<file path="src/rtl/pser_pkg.sv">
package pser_pkg;

  // Default sizes of the block.
  localparam int unsigned MAX_K_DEF      = 65536;
  localparam int unsigned PRIME_BITS_DEF = 62;

  // Fixed port widths.
  localparam int unsigned PRIME_W = 62;
  localparam int unsigned INDEX_W = 16;
  localparam int unsigned COUNT_W = 17;
  localparam int unsigned BASE_W  = 31;
  localparam int unsigned WORD_W  = 32;
  localparam int unsigned CFG_IDX_W = 3;

  // Operation codes.
  localparam logic [1:0] OP_SIEVE = 2'd0;
  localparam logic [1:0] OP_READ  = 2'd1;
  localparam logic [1:0] OP_WRITE = 2'd2;

  // Configuration register indexes.
  localparam logic [CFG_IDX_W-1:0] CFG_BASE    = 3'd0;
  localparam logic [CFG_IDX_W-1:0] CFG_EXP_N   = 3'd1;
  localparam logic [CFG_IDX_W-1:0] CFG_OFFSET  = 3'd2;
  localparam logic [CFG_IDX_W-1:0] CFG_K_MIN   = 3'd3;
  localparam logic [CFG_IDX_W-1:0] CFG_K_COUNT = 3'd4;

  // Operand pairs of the modular multiplier.
  localparam logic [1:0] MM_PRPB  = 2'd0;  // power result times power base
  localparam logic [1:0] MM_PBPB  = 2'd1;  // power base squared
  localparam logic [1:0] MM_RESBM = 2'd2;  // running residue times base

  // Commands from the controller to the datapath.
  typedef struct packed {
    logic       cap;
    logic       rem_go;
    logic       rem_sel;
    logic       rem_step;
    logic       rem_wb;
    logic       pow_go;
    logic       pow_sel;
    logic       pow_shift;
    logic       tgt_set;
    logic       res_set;
    logic       mm_go;
    logic [1:0] mm_src;
    logic       mm_step;
    logic       mm_wb;
    logic [1:0] mm_dst;
    logic       mem_we;
    logic       mem_wd;
    logic       cmp;
    logic       bit_cap;
  } cmd_t;

  // Status from the datapath to the controller.
  typedef struct packed {
    logic p_small;
    logic e_zero;
    logic e_lsb;
    logic mm_done;
  } sts_t;

endpackage

</file>
<file path="src/rtl/pser_ctrl.sv">
module pser_ctrl #(
  parameter int unsigned MAX_K = pser_pkg::MAX_K_DEF,
  localparam int unsigned AW = $clog2(MAX_K),
  localparam int unsigned CW = $clog2(MAX_K + 1)
) (
  input  logic                           clk_i,
  input  logic                           rst_ni,
  input  logic                           start_i,
  input  logic [1:0]                     op_i,
  input  logic [pser_pkg::INDEX_W-1:0]   k_index_i,
  input  logic                           bit_value_i,
  input  logic [pser_pkg::COUNT_W-1:0]   k_count_i,
  input  pser_pkg::sts_t                 sts_i,
  output pser_pkg::cmd_t                 cmd_o,
  output logic [AW-1:0]                  mem_addr_o,
  output logic                           busy_o,
  output logic                           done_o
);

  localparam logic [3:0] S_CLR  = 4'd0;
  localparam logic [3:0] S_IDLE = 4'd1;
  localparam logic [3:0] S_REM  = 4'd2;
  localparam logic [3:0] S_RGO  = 4'd3;
  localparam logic [3:0] S_PGO  = 4'd4;
  localparam logic [3:0] S_PCHK = 4'd5;
  localparam logic [3:0] S_MM   = 4'd6;
  localparam logic [3:0] S_PEND = 4'd7;
  localparam logic [3:0] S_WRD  = 4'd8;
  localparam logic [3:0] S_WCMP = 4'd9;
  localparam logic [3:0] S_RBIT = 4'd10;
  localparam logic [3:0] S_DONE = 4'd11;

  logic [3:0] state_q, state_d;
  logic [CW-1:0] i_q, i_d, limit, i_inc;
  logic [4:0] j_q, j_d;
  logic rsel_q, rsel_d, psel_q, psel_d, rng_q, rng_d;
  logic [1:0] msel_q, msel_d;
  logic in_range;

  // Entries walked: the count saturated at the bitmap depth.
  assign limit = ({15'b0, k_count_i} > 32'(MAX_K)) ? CW'(MAX_K) : CW'(k_count_i);
  assign i_inc = i_q + CW'(1);
  assign in_range = ({16'b0, k_index_i} < 32'(MAX_K));

  // Sequencer.
  always_comb begin
    state_d    = state_q;
    i_d        = i_q;
    j_d        = j_q;
    rsel_d     = rsel_q;
    psel_d     = psel_q;
    msel_d     = msel_q;
    rng_d      = rng_q;
    cmd_o      = '0;
    cmd_o.mm_dst = msel_q;
    mem_addr_o = i_q[AW-1:0];
    done_o     = 1'b0;
    case (state_q)
      S_CLR: begin
        cmd_o.mem_we = 1'b1;
        cmd_o.mem_wd = 1'b1;
        i_d = i_inc;
        if (i_q == CW'(MAX_K - 1)) begin
          i_d     = '0;
          state_d = S_IDLE;
        end
      end
      S_IDLE: begin
        mem_addr_o = AW'(k_index_i);
        if (start_i) begin
          cmd_o.cap = 1'b1;
          rng_d = in_range;
          case (op_i)
            pser_pkg::OP_SIEVE: begin
              if (sts_i.p_small) begin
                state_d = S_DONE;
              end else begin
                cmd_o.rem_go = 1'b1;
                rsel_d  = 1'b0;
                j_d     = '0;
                state_d = S_REM;
              end
            end
            pser_pkg::OP_READ: begin
              state_d = S_RBIT;
            end
            pser_pkg::OP_WRITE: begin
              cmd_o.mem_we = in_range;
              cmd_o.mem_wd = bit_value_i;
              state_d = S_DONE;
            end
            default: begin
              state_d = S_DONE;
            end
          endcase
        end
      end
      S_REM: begin
        cmd_o.rem_step = 1'b1;
        cmd_o.rem_sel  = rsel_q;
        j_d = j_q + 5'd1;
        if (j_q == 5'd31) begin
          cmd_o.rem_wb = 1'b1;
          if (!rsel_q) begin
            rsel_d  = 1'b1;
            state_d = S_RGO;
          end else begin
            psel_d  = 1'b0;
            state_d = S_PGO;
          end
        end
      end
      S_RGO: begin
        cmd_o.rem_go  = 1'b1;
        cmd_o.rem_sel = 1'b1;
        j_d     = '0;
        state_d = S_REM;
      end
      S_PGO: begin
        cmd_o.pow_go  = 1'b1;
        cmd_o.pow_sel = psel_q;
        state_d = S_PCHK;
      end
      S_PCHK: begin
        if (sts_i.e_zero) begin
          state_d = S_PEND;
        end else begin
          cmd_o.mm_go  = 1'b1;
          cmd_o.mm_src = sts_i.e_lsb ? pser_pkg::MM_PRPB : pser_pkg::MM_PBPB;
          msel_d  = cmd_o.mm_src;
          state_d = S_MM;
        end
      end
      S_MM: begin
        if (sts_i.mm_done) begin
          cmd_o.mm_wb = 1'b1;
          case (msel_q)
            pser_pkg::MM_PRPB: begin
              cmd_o.mm_go  = 1'b1;
              cmd_o.mm_src = pser_pkg::MM_PBPB;
              msel_d = pser_pkg::MM_PBPB;
            end
            pser_pkg::MM_PBPB: begin
              cmd_o.pow_shift = 1'b1;
              state_d = S_PCHK;
            end
            default: begin
              i_d = i_inc;
              state_d = (i_inc == limit) ? S_DONE : S_WRD;
            end
          endcase
        end else begin
          cmd_o.mm_step = 1'b1;
        end
      end
      S_PEND: begin
        if (!psel_q) begin
          cmd_o.tgt_set = 1'b1;
          psel_d  = 1'b1;
          state_d = S_PGO;
        end else begin
          cmd_o.res_set = 1'b1;
          i_d     = '0;
          state_d = (limit == '0) ? S_DONE : S_WRD;
        end
      end
      S_WRD: begin
        state_d = S_WCMP;
      end
      S_WCMP: begin
        cmd_o.cmp    = 1'b1;
        cmd_o.mm_go  = 1'b1;
        cmd_o.mm_src = pser_pkg::MM_RESBM;
        msel_d  = pser_pkg::MM_RESBM;
        state_d = S_MM;
      end
      S_RBIT: begin
        cmd_o.bit_cap = rng_q;
        state_d = S_DONE;
      end
      S_DONE: begin
        done_o  = 1'b1;
        state_d = S_IDLE;
      end
      default: begin
        state_d = S_IDLE;
      end
    endcase
  end

  always_ff @(posedge clk_i or negedge rst_ni) begin
    if (!rst_ni) begin
      state_q <= S_CLR;
      i_q     <= '0;
      j_q     <= '0;
      rsel_q  <= 1'b0;
      psel_q  <= 1'b0;
      msel_q  <= pser_pkg::MM_PRPB;
      rng_q   <= 1'b0;
    end else begin
      state_q <= state_d;
      i_q     <= i_d;
      j_q     <= j_d;
      rsel_q  <= rsel_d;
      psel_q  <= psel_d;
      msel_q  <= msel_d;
      rng_q   <= rng_d;
    end
  end

  assign busy_o = (state_q != S_IDLE);

endmodule

</file>
<file path="config.mk">
export PLATFORM = sky130hd
export DESIGN_NAME = pser_ctrl
export DESIGN_NICKNAME = d
export VERILOG_FILES = /design/src/rtl/pser_pkg.sv /design/src/rtl/pser_ctrl.sv
export SDC_FILE = /design/constraint.sdc
export NUM_CORES = 1
export LEC_CHECK = 0
export BUFFER_PORTS_ARGS = -buffer_cell sky130_fd_sc_hd__buf_2
export CAP_MARGIN = 20
export CORE_UTILIZATION = 49
export CTS_CLUSTER_SIZE = 40
export DETAILED_ROUTE_END_ITERATION = 10
export HOLD_SLACK_MARGIN = 0.06
export PLACE_DENSITY_LB_ADDON = 0.05
export SKIP_CTS_REPAIR_TIMING = 1
export SLEW_MARGIN = 20
export SYNTH_ARGS = -nofsm -noshare
export SYNTH_HDL_FRONTEND = slang
export SYNTH_SLANG_ARGS = --single-unit
</file>
<file path="constraint.sdc">
create_clock -name clk_i -period 2.8 [get_ports clk_i]
set_input_delay 0.42 -clock clk_i [delete_from_list [all_inputs] [get_ports clk_i]]
set_output_delay 0.42 -clock clk_i [all_outputs]
set_load 0.005 [all_outputs]
</file>
# --- Yosys cells after proc, flatten, opt, wreduce, memory -nomap -nowiden ---
# Index checks and enable logic that the tools add are counted.
op_classes:
  n_addsub: 2
  multipliers: 0
  div_mod_pow: 0
  order_cmp: 1
  n_eq_ne: 30
  shifts: 0
  mux: 65
  bitwise_logic: 0
  n_reduce_logical: 17
ops:
  columns: ["cell", "count"]
  rows:
  - ["$mux W17", 5]
  - ["$pmux W17 S3", 1]
  - ["$pmux W4 S11", 1]
  - ["$mux W2", 12]
  - ["$mux W4", 6]
  - ["$mux W1", 22]
  - ["$ne A2 B2 Y1 const B", 10]
  - ["$add A17 B1 Y17 const B", 1]
  - ["$eq A17 B16 Y1 const B", 1]
  - ["$eq A17 B17 Y1", 1]
  - ["$gt A17 B17 Y1 const B", 1]
  - ["$logic_not A17 Y1", 1]
  - ["$eq A4 B3 Y1 const B", 4]
  - ["$eq A4 B4 Y1 const B", 4]
  - ["$mux W16", 1]
  - ["$pmux W4 S2", 2]
  - ["$mux W5", 3]
  - ["$pmux W5 S3", 1]
  - ["$mux W3", 4]
  - ["$reduce_and A4 Y1", 3]
  - ["$reduce_and A5 Y1", 2]
  - ["$pmux W3 S3", 1]
  - ["$reduce_bool A3 Y1", 3]
  - ["$eq A4 B2 Y1 const B", 2]
  - ["16 further kinds", 23]
word_totals:
  register_bits: 31
  latchBits: 0
  mem_bits_rw: 0
  romBits: 0
  in_bits: 43
  out_inout_bits: 39
  word_cells: 122
  mem_count: 0

# --- Longest topological paths before layout ---
# Gate-level depths: netlist of the first run.
depth:
  ltp_word: 7
  depth_mapped: 13
  mapped_depth_nobuf: 13

# --- Worst setup path before layout of the first run ---
# No wires, ideal clock.
synth_path:
  kind: "register to register"
  startpoint: "reg i_q[1]"
  endpoint: "reg state_q[1]"
  setup_ns: 0.125
  t_arrival_ns: 2.665
  slack_ns: 0.009
  path_stages_with_launch: 14
  n_path_buf: 0
  synth_period_minus_slack_ns: 2.791
  cell_sequence: "dfrtp_1 ha_1 nand3_4 or3_4 nor2_4 nand3_1 inv_1 ha_1 o22ai_1 a31oi_1 o21ai_1 o31a_1 o22ai_1 o21ai_1"
synth_via:
  elab_chain_cells: 6
  elab_cells_between_ends: 9
  classes_between: "1 x add/sub; 3 x eq/ne; 4 x mux; 1 x reduce/logical"
synth_rtl:
  columns: ["element", "line", "text"]
  rows:
  - ["start: declaration", "pser_ctrl.sv:34", "logic [CW-1:0] i_q, i_d, limit, i_inc;"]
  - ["start signal: assignment", "pser_ctrl.sv:202", "i_q <= i_d;"]
  - ["$add A17 B1 Y17", "pser_ctrl.sv:42", "assign i_inc = i_q + CW'(1);"]
  - ["$eq A17 B17 Y1", "pser_ctrl.sv:149", "state_d = (i_inc == limit) ? S_DONE : S_WRD;"]
  - ["$mux W2", "pser_ctrl.sv:149", null]
  - ["$pmux W4 S2", "pser_ctrl.sv:137", "case (msel_q)"]
  - ["$mux W4", "pser_ctrl.sv:135", "if (sts_i.mm_done) begin"]
  - ["$pmux W4 S11", "pser_ctrl.sv:58", "case (state_q)"]
  - ["end signal: assignment", "pser_ctrl.sv:201", "state_q <= state_d;"]
  - ["end: declaration", "pser_ctrl.sv:33", "logic [3:0] state_q, state_d;"]
# Several ways; a longest one is shown, not always the timed one. The select of a mux whose other input is x is not followed.
# A chain may end at the register's enable or synchronous reset.

# --- Worst setup path after layout of the first run ---
# Ends and elaborated chain as after synthesis.

==> results of run 1 <==
cell type report:
cell class,count,share of cell area
well taps,75,0.0246
multi-input cells,308,0.572
inverters,18,0.0177
repair buffers,106,0.156
flip-flops and latches,31,0.203
clock buffers,8,0.0263
power by group through the flow:
stage               Clock (mW)  Combinational [mW]  Sequential [mW]
global placement             0                2.18            0.824
finish                   0.404                2.27            0.834
detailed placement           0                2.21            0.834
global route             0.428                2.52            0.854
CTS                      0.405                2.22            0.826
floorplan                    0                1.60            0.719
metal layers:
metal,up-vias,GRT usage
met1,1529,0.401
met5,-,0
met2,138,0.426
met4,0,0.0684
met3,13,0.0611
li1,1578,-
kinds of logic after synthesis:
kind of cell | synth area share
DFF | 0.248
muxes | 0.0579
buffers and inverters | 0.0631
and+or+nand+nor | 0.318
xor gates and xnor gates | 0.0791
AOI/OAI and AO/OA | 0.215
adders and majority gates | 0.0200
Yosys cell counts, types with 3 or more instances:
master     number  area (um^2)
xnor3_1         3         67.6
mux2_2         13          146
nand4_1         6         37.5
o22ai_1         5         31.3
and2_1          4         25.0
clkbuf_1       10         37.5
o31a_1          3         26.3
nand2b_1        7         43.8
ha_1            5         62.6
nor4_1          7         43.8
buf_2          10         50.1
a22o_1          4         35.0
nor3_1         14         70.1
o31ai_1         6         45.0
xor2_1          6         52.6
or3_1           5         31.3
nor2_1         37          139
o21ai_0        39          195
xnor2_1        10         87.6
nor4_4          3         63.8
nor2b_1         3         18.8
a31oi_1         6         37.5
nand2_1        38          143
nand4bb_1       3         33.8
and3_1          7         43.8
nand3_1         7         35.0
a22oi_1         3         22.5
dfrtp_1        31          776
or2_2           3         18.8
inv_1          18         67.6
a21oi_1        10         50.1
a21o_1          3         22.5
worst max-delay path, stage by stage (launching register included):
cell,delay [ns]
dfrtp_1,0.35
ha_2,0.21
nand3_4,0.09
or3_4,0.41
nor2_4,0.11
nand3_1,0.10
inv_1,0.08
ha_1,0.16
o22ai_1,0.10
a31oi_2,0.22
o21ai_2,0.12
o31a_1,0.29
o22ai_1,0.15
o21ai_1,0.08
final timing paths:
kind | from | endpoint | slack, ns | cells past startpoint
max in group asynchronous | rst_ni | i_q[6] | 2.14 | 1
setup reg to reg | i_q[1] | state_q[1] | 0.22 | 13
min in group clk_i | sts_i[1] | msel_q[0] | 0.34 | 2
hold reg to reg | rng_q | rng_q | 0.46 | 1
hold / removal | rst_ni | msel_q[0] | 0.18 | 1
setup / recovery | i_q[1] | state_q[1] | 0.22 | 13
sequential cells by signal, summed over array words and instances (netlist names):
signal   flops
i_q         17
j_q          5
msel_q       2
psel_q       1
rng_q        1
rsel_q       1
state_q      4
==> impl_results.md, run 1 <==
- Max Slew Vio Count: 0
- Clock power frac: 0.115
- Core ar.: 0.00603 mm^2
- Average vias per placed instance: 5.97
- Metal3 WL: 661 um
- Initial DRC Count: 208
- Fmax: 388 MHz
- # clock sinks: 31
- Synth Flop Type: dfrtp_1
- Filler cells: 547
- Post-synth EDFFs: 0
- Placed inst area: 0.00369 mm^2
- CTS tree: built
- Root buffer cell: clkbuf_8
- Final worst setup slack: 0.224 ns
- Die H: 81.9 um
- Final nets: 518
- CTS max path bufs: 2
- Final setup violation count: 0
- Worst-path clk slew: 0.07 ns
- Cell area after layout: 0.00381 mm^2
- First-pass GRT wire length: 14100 um
- Worst Path Required: 2.98 ns
- Status: finished, final reports clean
- Tot Pwr: 3.51 mW
- Critical path endpoint category: flop
- Multi-input gate area: 0.00218 mm^2
- Crit share post-route: 0.920
- Clk_lat worst skew: 0.29 ns
- M1 wire length: 4200 um
- Final antenna-violating net count: 0
- Synthesized area per cell: 8.18 um^2
- I/O Buffers: 81
- Crit Path Category: flop to flop
- Leak: 1.80 nW
- RSZ-0062 raised after global routing: no
- Min Tclk post-route: 2.58 ns
- Hold WS: 0.182 ns
- H-tree Lvls: 2
- Ports: 82
- Via count: 3258
- TNS Setup: 0 ns
- Top layer in use: met4
- Final GP Congestion: 0.951
- Die area: 0.00671 mm^2
- Row Count: 28
- Fin cells: 546
- ANT cells: 0
- Synth Instances: 383
- Worst-path maximum fanout: 5
- Final Skew: 0.00724 ns
- Sequential-to-total area share from yosys stat: 0.248
- Total CTS buffers: 5
- Cell-internal power: 1.84 mW
- Min-Delay Path Class: input pin to async pin
- Switching Fraction: 0.475
- Rel. slew slack: 0.508
- Area delta synth->final: 21.7%
- Final Hold Violating Endpoints: 0
- DR WL/cell: 16.3 um
- Startpoint Class: flop
- DRC: 0
- Yosys warnings: 0
- Drt pass-1 iters: 4
- Largest net degree at the start of global routing: 32
- Final wirelength: 8880 um
- Tot GR Track Use: 0.280
- Switching power: 1.67 mW
- Max_cap viols: 0
- Final Core Density: 0.633
- Tightest Pin Transition: 0.738 ns
- DR WL met2: 3920 um
- Post-synthesis instance area: 0.00313 mm^2
- Initial antenna violation count: 0
- Syn nets: 431
- Number of library cell types mapped by synthesis: 70
- Leading cell types in the layout, fill and taps excluded: buf_2 (81), o21ai_0 (39), nand2_1 (38)
- Die Wd: 81.9 um
- Hpwl dp: 6900 um
- Asr flop ratio synth: 1.00
- Reg area: 776 um^2
- Dpl ws: 0.0998 ns
- Comb pwr share: 0.647
- VDD IR max: 0.592 mV
- Commonest non-fill, non-tap cell in the layout: buf_2
- Vias in the first global route: 2850
- Synthesized flop and latch total: 31
- Share of layout cells above drive strength 1: 0.325
- Critical Path AT: 2.76 ns
- Initial Utilization: 0.520
- GRT Residual Overflow: 0
- Placed insts: 537
- Seq pwr share: 0.238
- Power per cell area: 920 mW/mm^2
No activity file was read; power rests on OpenSTA's default activity.
==> run 2, diff against run 1 <==
- CORE_UTILIZATION: 49 -> 50
- CTS_BUF_LIST: default -> sky130_fd_sc_hd__clkbuf_4
==> impl_results.md, run 2 (synthesized netlist as in run 1, its figures left out) <==
- Status: finished, final reports clean
- DRC: 0 (unchanged)
- Largest registers: i_q x17, j_q x5, state_q x4
- # clock sinks: 31 (unchanged)
- Final antenna-violating net count: 0 (unchanged)
- Switching Fraction: 0.482 (+0.00745)
- Crit path max-delay cell type: or3_4
- Top layer in use: met4
- Max_cap viols: 0 (unchanged)
- Tightest Pin Transition: 0.744 ns (+0.00585 ns)
- Row Count: 28 (unchanged)
- Hpwl dp: 6740 um (-2.3%)
- Final Skew: 0.0139 ns (+0.00667 ns)
- Crit Path Category: flop to flop
- Tot GR Track Use: 0.290 (+0.00944)
- Die area: 0.00658 mm^2 (-2.0%)
- Biggest register: i_q
- Most common cell on crit path: o22ai_1
- Drt pass-1 iters: 4 (unchanged)
- Buf/Inv on CP: 1 (unchanged)
- Final nets: 513 (-0.97%)
- Final Core Density: 0.629 (-0.00361)
- Total CTS buffers: 5 (unchanged)
- Initial DRC Count: 99 (-52%)
- Area delta synth->final: 20.3%
- Via count: 3209 (-1.5%)
- I/O Buffers: 81 (unchanged)
- DR WL/cell: 16.2 um (-0.62%)
- Power per cell area: 911 mW/mm^2 (-1.0%)
- Core ar.: 0.00599 mm^2 (-0.58%)
- Final setup violation count: 0 (unchanged)
- Startpoint Class: flop
- Ports: 82 (unchanged)
- H-tree Lvls: 2 (unchanged)
- GRT Residual Overflow: 0 (unchanged)
- Crit share post-route: 0.943 (+0.0230)
- Average vias per placed instance: 5.93 (-0.59%)
- Commonest non-fill, non-tap cell in the layout: buf_2
- Comb pwr share: 0.639 (-0.008)
- Worst-path clk slew: 0.12 ns (+0.05 ns)
- Clock power frac: 0.107 (-0.008)
- Initial antenna violation count: 0 (unchanged)
- Final wirelength: 8740 um (-1.5%)
- Die Wd: 81.1 um (-0.98%)
- Placed insts: 533 (-0.74%)
- DR WL met2: 4280 um (+9.4%)
- Final GP Congestion: 0.978 (+2.8%)
- CTS max path bufs: 2 (unchanged)
- Fin cells: 541 (-0.92%)
- Rel. slew slack: 0.504 (-0.00390)
- Largest net degree at the start of global routing: 32 (unchanged)
- CTS tree: built
- Cell-internal power: 1.78 mW (-3.5%)
- Largest register FFs: 17 (unchanged)
- Worst Path Required: 3.04 ns (+0.06 ns)
- Vias in the first global route: 2996 (+5.1%)
- Leak: 1.77 nW (-1.8%)
- RSZ-0062 raised after global routing: no
- Worst-path cell chain: ha_2 -> nand3_4 -> or3_4 -> nor2_4 -> nand3_1 -> inv_1 -> ha_1 -> o22ai_1 -> a31oi_2 -> o21ai_2 -> o31a_1 -> o22ai_1 -> o21ai_1
- ANT cells: 0 (unchanged)
- Leading cell types in the layout, fill and taps excluded: buf_2 (81), o21ai_0 (39), nand2_1 (37), nor2_1 (37), dfrtp_1 (29)
- Min-Delay Path Class: input pin to async pin
- Critical path endpoint category: flop
- Initial Utilization: 0.523 (+0.00304)
- Share of layout cells above drive strength 1: 0.330 (+0.00563)
- Metal3 WL: 424 um (-36%)
- Die H: 81.1 um (-0.98%)
- First-pass GRT wire length: 14600 um (+3.4%)
- Switching power: 1.65 mW (-0.62%)
- Root buffer cell: clkbuf_4
- Hold WS: 0.118 ns (-0.0646 ns)
- M1 wire length: 3790 um (-9.7%)
- Clk_lat worst skew: 0.35 ns (+0.06 ns)
- Fmax: 379 MHz (-2.4%)
- Min Tclk post-route: 2.64 ns (+0.0644 ns)
- Worst-path maximum fanout: 5 (unchanged)
- VDD IR max: 0.631 mV (+6.5%)
- Critical Path AT: 2.88 ns (+0.12 ns)
- Seq pwr share: 0.253 (+0.015)
- Critical path's top delay family: compound AO/OA/AOI/OAI gates
- Final Hold Violating Endpoints: 0 (unchanged)
- Worst stage delay on the critical path: 0.42 ns (about the same)
- Max Slew Vio Count: 0 (unchanged)
==> run 2: changes by cell type in the layout (fill, tap and decap cells not counted), sizes merged <==
cell / delta
buf: -5
clkbuf: -3
bufinv: +1
clkinv: +2
==> run 2: per-layer routing <==
| metal | vias up | track usage |
|---|---|---|
| met5 | - | 0 |
| li1 | 1568 | - |
| met4 | 0 | 0.102 |
| met2 | 111 | 0.515 |
| met3 | 16 | 0.0348 |
| met1 | 1514 | 0.359 |
==> run 2: worst register-to-register path, stage by stage, from the launching register on <==
cell and delay (ns):
dfrtp_1 0.37, ha_2 0.21, nand3_4 0.08, or3_4 0.42, nor2_4 0.12, nand3_1 0.10, inv_1 0.08, ha_1 0.16
o22ai_1 0.10, a31oi_2 0.26, o21ai_2 0.13, o31a_1 0.29, o22ai_1 0.15, o21ai_1 0.09
==> run 2: power by group through the flow <==
stage / registers, mW / clock network, mW / logic, mW
floorplan: 0.719 / 0 / 1.60
global placement: 0.861 / 0 / 2.13
detailed placement: 0.865 / 0 / 2.15
CTS: 0.855 / 0.381 / 2.16
global route: 0.900 / 0.400 / 2.43
finish: 0.870 / 0.369 / 2.19
==> run 2: layout make-up <==
cell class | count | area (um^2)
clock buffers | 5 | 37.5
clock inverters | 3 | 43.8
fillers | 571 | 2220
inverters | 18 | 67.6
multi-input cells | 308 | 2190
flip-flops and latches | 31 | 781
well taps | 75 | 93.8
repair buffers | 101 | 556
==> run 2: through the flow <==
stage | total power [mW] | cell area (um^2) | TNS [ns] | worst slack (ns)
3_5_place_dp | 3.02 | 3660 | 0 | 0.0850
3_3_place_gp | 2.99 | 3660 | 0 | 0.188
2_1_floorplan | 2.32 | 3130 | 0 | 0.00946
5_1_grt | 3.73 | 3770 | 0 | 0.0312
6_report | 3.43 | 3770 | 0 | 0.159
4_1_cts | 3.40 | 3740 | -0.00861 | -0.00861
==> run 2: path summary, 6_finish.rpt <==
kind	startpoint	end	slack (ns)	cells after the start
max in group asynchronous	rst_ni	state_q[1]	2.13	1
max reg2reg	i_q[1]	state_q[1]	0.16	13
min in group clk_i	sts_i[1]	msel_q[0]	0.30	2
max	i_q[1]	state_q[1]	0.16	13
min	rst_ni	j_q[1]	0.12	1
min reg2reg	rng_q	rng_q	0.48	1
==> run 3, diff against run 2 <==
- ABC_AREA: default -> 1
- CORE_UTILIZATION: 50 -> 49
==> impl_results.md, run 3 <==
- Die area: 0.00588 mm^2 (-11%)
- Worst-path clk slew: 0.11 ns (about the same)
- Synthesized flop and latch total: 31 (unchanged)
- Biggest register: i_q
- Seq pwr share: 0.281 (+0.028)
- RSZ-0062 raised after global routing: no
- CTS max path bufs: 2 (unchanged)
- Number of library cell types mapped by synthesis: 31 (-56%)
- Top cells by count, synth: nand2_1 (138), inv_1 (67), nor2_1 (57)
- Core ar.: 0.00524 mm^2 (-13%)
- ANT cells: 0 (unchanged)
- Die H: 76.7 um (-5.5%)
- Worst reg2reg path depth: 19 (+6)
- Average vias per placed instance: 5.02 (-15%)
- Row Count: 26 (-7.1%)
- Tightest Pin Transition: 0.741 ns (-0.00342 ns)
- TNS Setup: 0 ns (unchanged)
- Worst r2r src: i_q[0]
- Yosys warnings: 0 (unchanged)
- Post-synthesis instance area: 0.00273 mm^2 (-13%)
- Cell-internal power: 1.37 mW (-23%)
- Root buffer cell: clkbuf_4
- Critical Path AT: 2.15 ns (-0.73 ns)
- VDD IR max: 0.424 mV (-33%)
- Hpwl dp: 5950 um (-12%)
- Fmax: 388 MHz (+2.6%)
- GRT met1 Usage: 0.291 (-0.0678)
- Status: finished, final reports clean
- Area contributors post-synth: dfrtp_1 (28%), nand2_1 (19%), inv_1 (9.2%)
- CTS tree: built
- H-tree Lvls: 2 (unchanged)
- First-pass GRT wire length: 12400 um (-15%)
- R2R Setup Slk: 0.28 ns (+0.12 ns)
- Synth Flop Type: dfrtp_1
- Power per cell area: 848 mW/mm^2 (-6.9%)
- Final Core Density: 0.626 (-0.00294)
- Startpoint Class: flop
- Initial DRC Count: 153 (+55%)
- Initial antenna violation count: 0 (unchanged)
- Worst Path Required: 2.38 ns (-0.66 ns)
- Most common cell on crit path: inv_1
- Yosys top cell area share: 0.284 (+0.0361)
- Vias in the first global route: 2875 (-4.0%)
- Drt pass-1 iters: 4 (unchanged)
- Crit share post-route: 0.920 (-0.0236)
- Worst-path cell chain: inv_1 -> nor2_1 -> inv_1 -> nor2_2 -> nand2_1 -> inv_1 -> nor4_1 -> inv_2 -> nor2_1 -> buf_2
- Total CTS buffers: 5 (unchanged)
- Initial Utilization: 0.522 (-0.000787)
- Switching Fraction: 0.508 (+0.0258)
- Synth Instances: 445 (+16%)
- Final GP Congestion: 0.862 (-12%)
- Final wirelength: 7340 um (-16%)
- Share of layout cells above drive strength 1: 0.234 (-0.0970)
- Gr busiest metal: met2
- Max Slew Vio Count: 0 (unchanged)
- GR Util met2: 0.502 (-0.0133)
- Post-synth EDFFs: 0 (unchanged)
- Tot GR Track Use: 0.264 (-0.0261)
- Largest registers: i_q x17, j_q x5, state_q x4
- Asr flop ratio synth: 1.00 (unchanged)
- Tot Pwr: 2.78 mW (-19%)
- Ports: 82 (unchanged)
- Commonest non-fill, non-tap cell in the layout: nand2_1
- Worst-path maximum fanout: 7 (+2)
- Count leader, synth: nand2_1
- Sequential-to-total area share from yosys stat: 0.284 (+0.0361)
- Crit path max-delay cell type: dfrtp_1
- Final Hold Violating Endpoints: 0 (unchanged)
- Clock power frac: 0.101 (-0.006)
- Max_cap viols: 0 (unchanged)
- Largest register FFs: 17 (unchanged)
- Area leader, netlist: dfrtp_1
- Via count: 3020 (-5.9%)
- Largest net degree at the start of global routing: 33 (+3.1%)
- Switching power: 1.41 mW (-15%)
- GRT Residual Overflow: 0 (unchanged)
- Critical path endpoint category: primary output
- Leading cell types in the layout, fill and taps excluded: nand2_1 (138), buf_2 (81), inv_1 (67)
- Rel. slew slack: 0.506 (+0.00228)
- I/O Buffers: 81 (unchanged)
- Final Skew: 0.00835 ns (-0.00557 ns)
- Crit Path Category: flop to primary output
- M3 GR Usage: 0.0488 (+0.0140)
- Min-Delay Path Class: input pin to async pin
- Syn nets: 493 (+14%)
- DRC: 0 (unchanged)
- Area delta synth->final: 20.0%
- Final nets: 578 (+13%)
- # clock sinks: 31 (unchanged)
- Die Wd: 76.7 um (-5.5%)
- Comb pwr share: 0.618 (-0.021)
- Leak: 1.84 nW (+4.4%)
- Clk_lat worst skew: 0.34 ns (about the same)
- Worst stage delay on the critical path: 0.48 ns (+0.06 ns)
- Final antenna-violating net count: 0 (unchanged)
- DR WL/cell: 12.2 um (-24%)
- Final setup violation count: 0 (unchanged)
- FF-to-FF End: state_q[1]
- Min Tclk post-route: 2.57 ns (-0.0661 ns)
- Synthesized area per cell: 6.14 um^2 (-25%)
-- run 3: kinds of logic after synthesis --
family          count (synthesis)  synth area share
flops                          31             0.284
buf+inv                        80             0.115
fa+ha+maj                       5            0.0229
simple gates                  264             0.435
compound gates                 60             0.125
xor+xnor                        5            0.0188
-- run 3: worst max path at each step --
stage | cells after the start | slack [ns] | endpoint | start
floorplan | 19 | 0.50 | state_q[1] | i_q[0]
global placement | 19 | 0.35 | state_q[1] | i_q[0]
finish | 10 | 0.23 | cmd_o[19] | state_q[0]
global route | 19 | 0.01 | state_q[1] | i_q[0]
CTS | 10 | 0.20 | cmd_o[19] | state_q[0]
detailed placement | 19 | 0.23 | state_q[1] | i_q[0]
-- run 3: cell type report --
cell class / instances / area [um^2]
inverter: 72 / 270
timing repair buffer: 86 / 443
fill: 543 / 1960
clock buffer: 7 / 52.6
tap: 70 / 87.6
clock inverter: 1 / 5.00
multi-input combinational: 334 / 1640
sequential: 31 / 777
-- run 3: through the flow --
step,setup WS [ns],std cells,hold slack [ns],cell area [um^2]
after floorplan,0.499,445,0.124,2730
after CTS,0.197,599,0.153,3260
after detailed placement,0.232,591,0.477,3210
after global placement,0.347,591,0.436,3210
after global routing,0.0107,601,0.173,3280
final,0.225,601,0.132,3280
-- run 3: power groups by stage --
stage	logic, mW	clock network [mW]	registers [mW]
final	1.72	0.282	0.780
after global routing	1.95	0.306	0.805
after CTS	1.69	0.292	0.779
after detailed placement	1.69	0	0.787
after global placement	1.66	0	0.787
after floorplan	1.16	0	0.749
-- run 3: per-layer routing --
layer,part of all wire,up-vias,wire length (um)
met3,0.052,11,385
met1,0.43,1338,3150
met5,0,-,0
li1,-,1583,-
met2,0.50,88,3700
met4,0.014,0,105
-- run 3: critical path, delay by kind of cell, from the launching register on --
kind	cells	cell delay (ns)
and+or+nand+nor	5	0.77
buffers and inverters	5	0.55
DFF	1	0.48
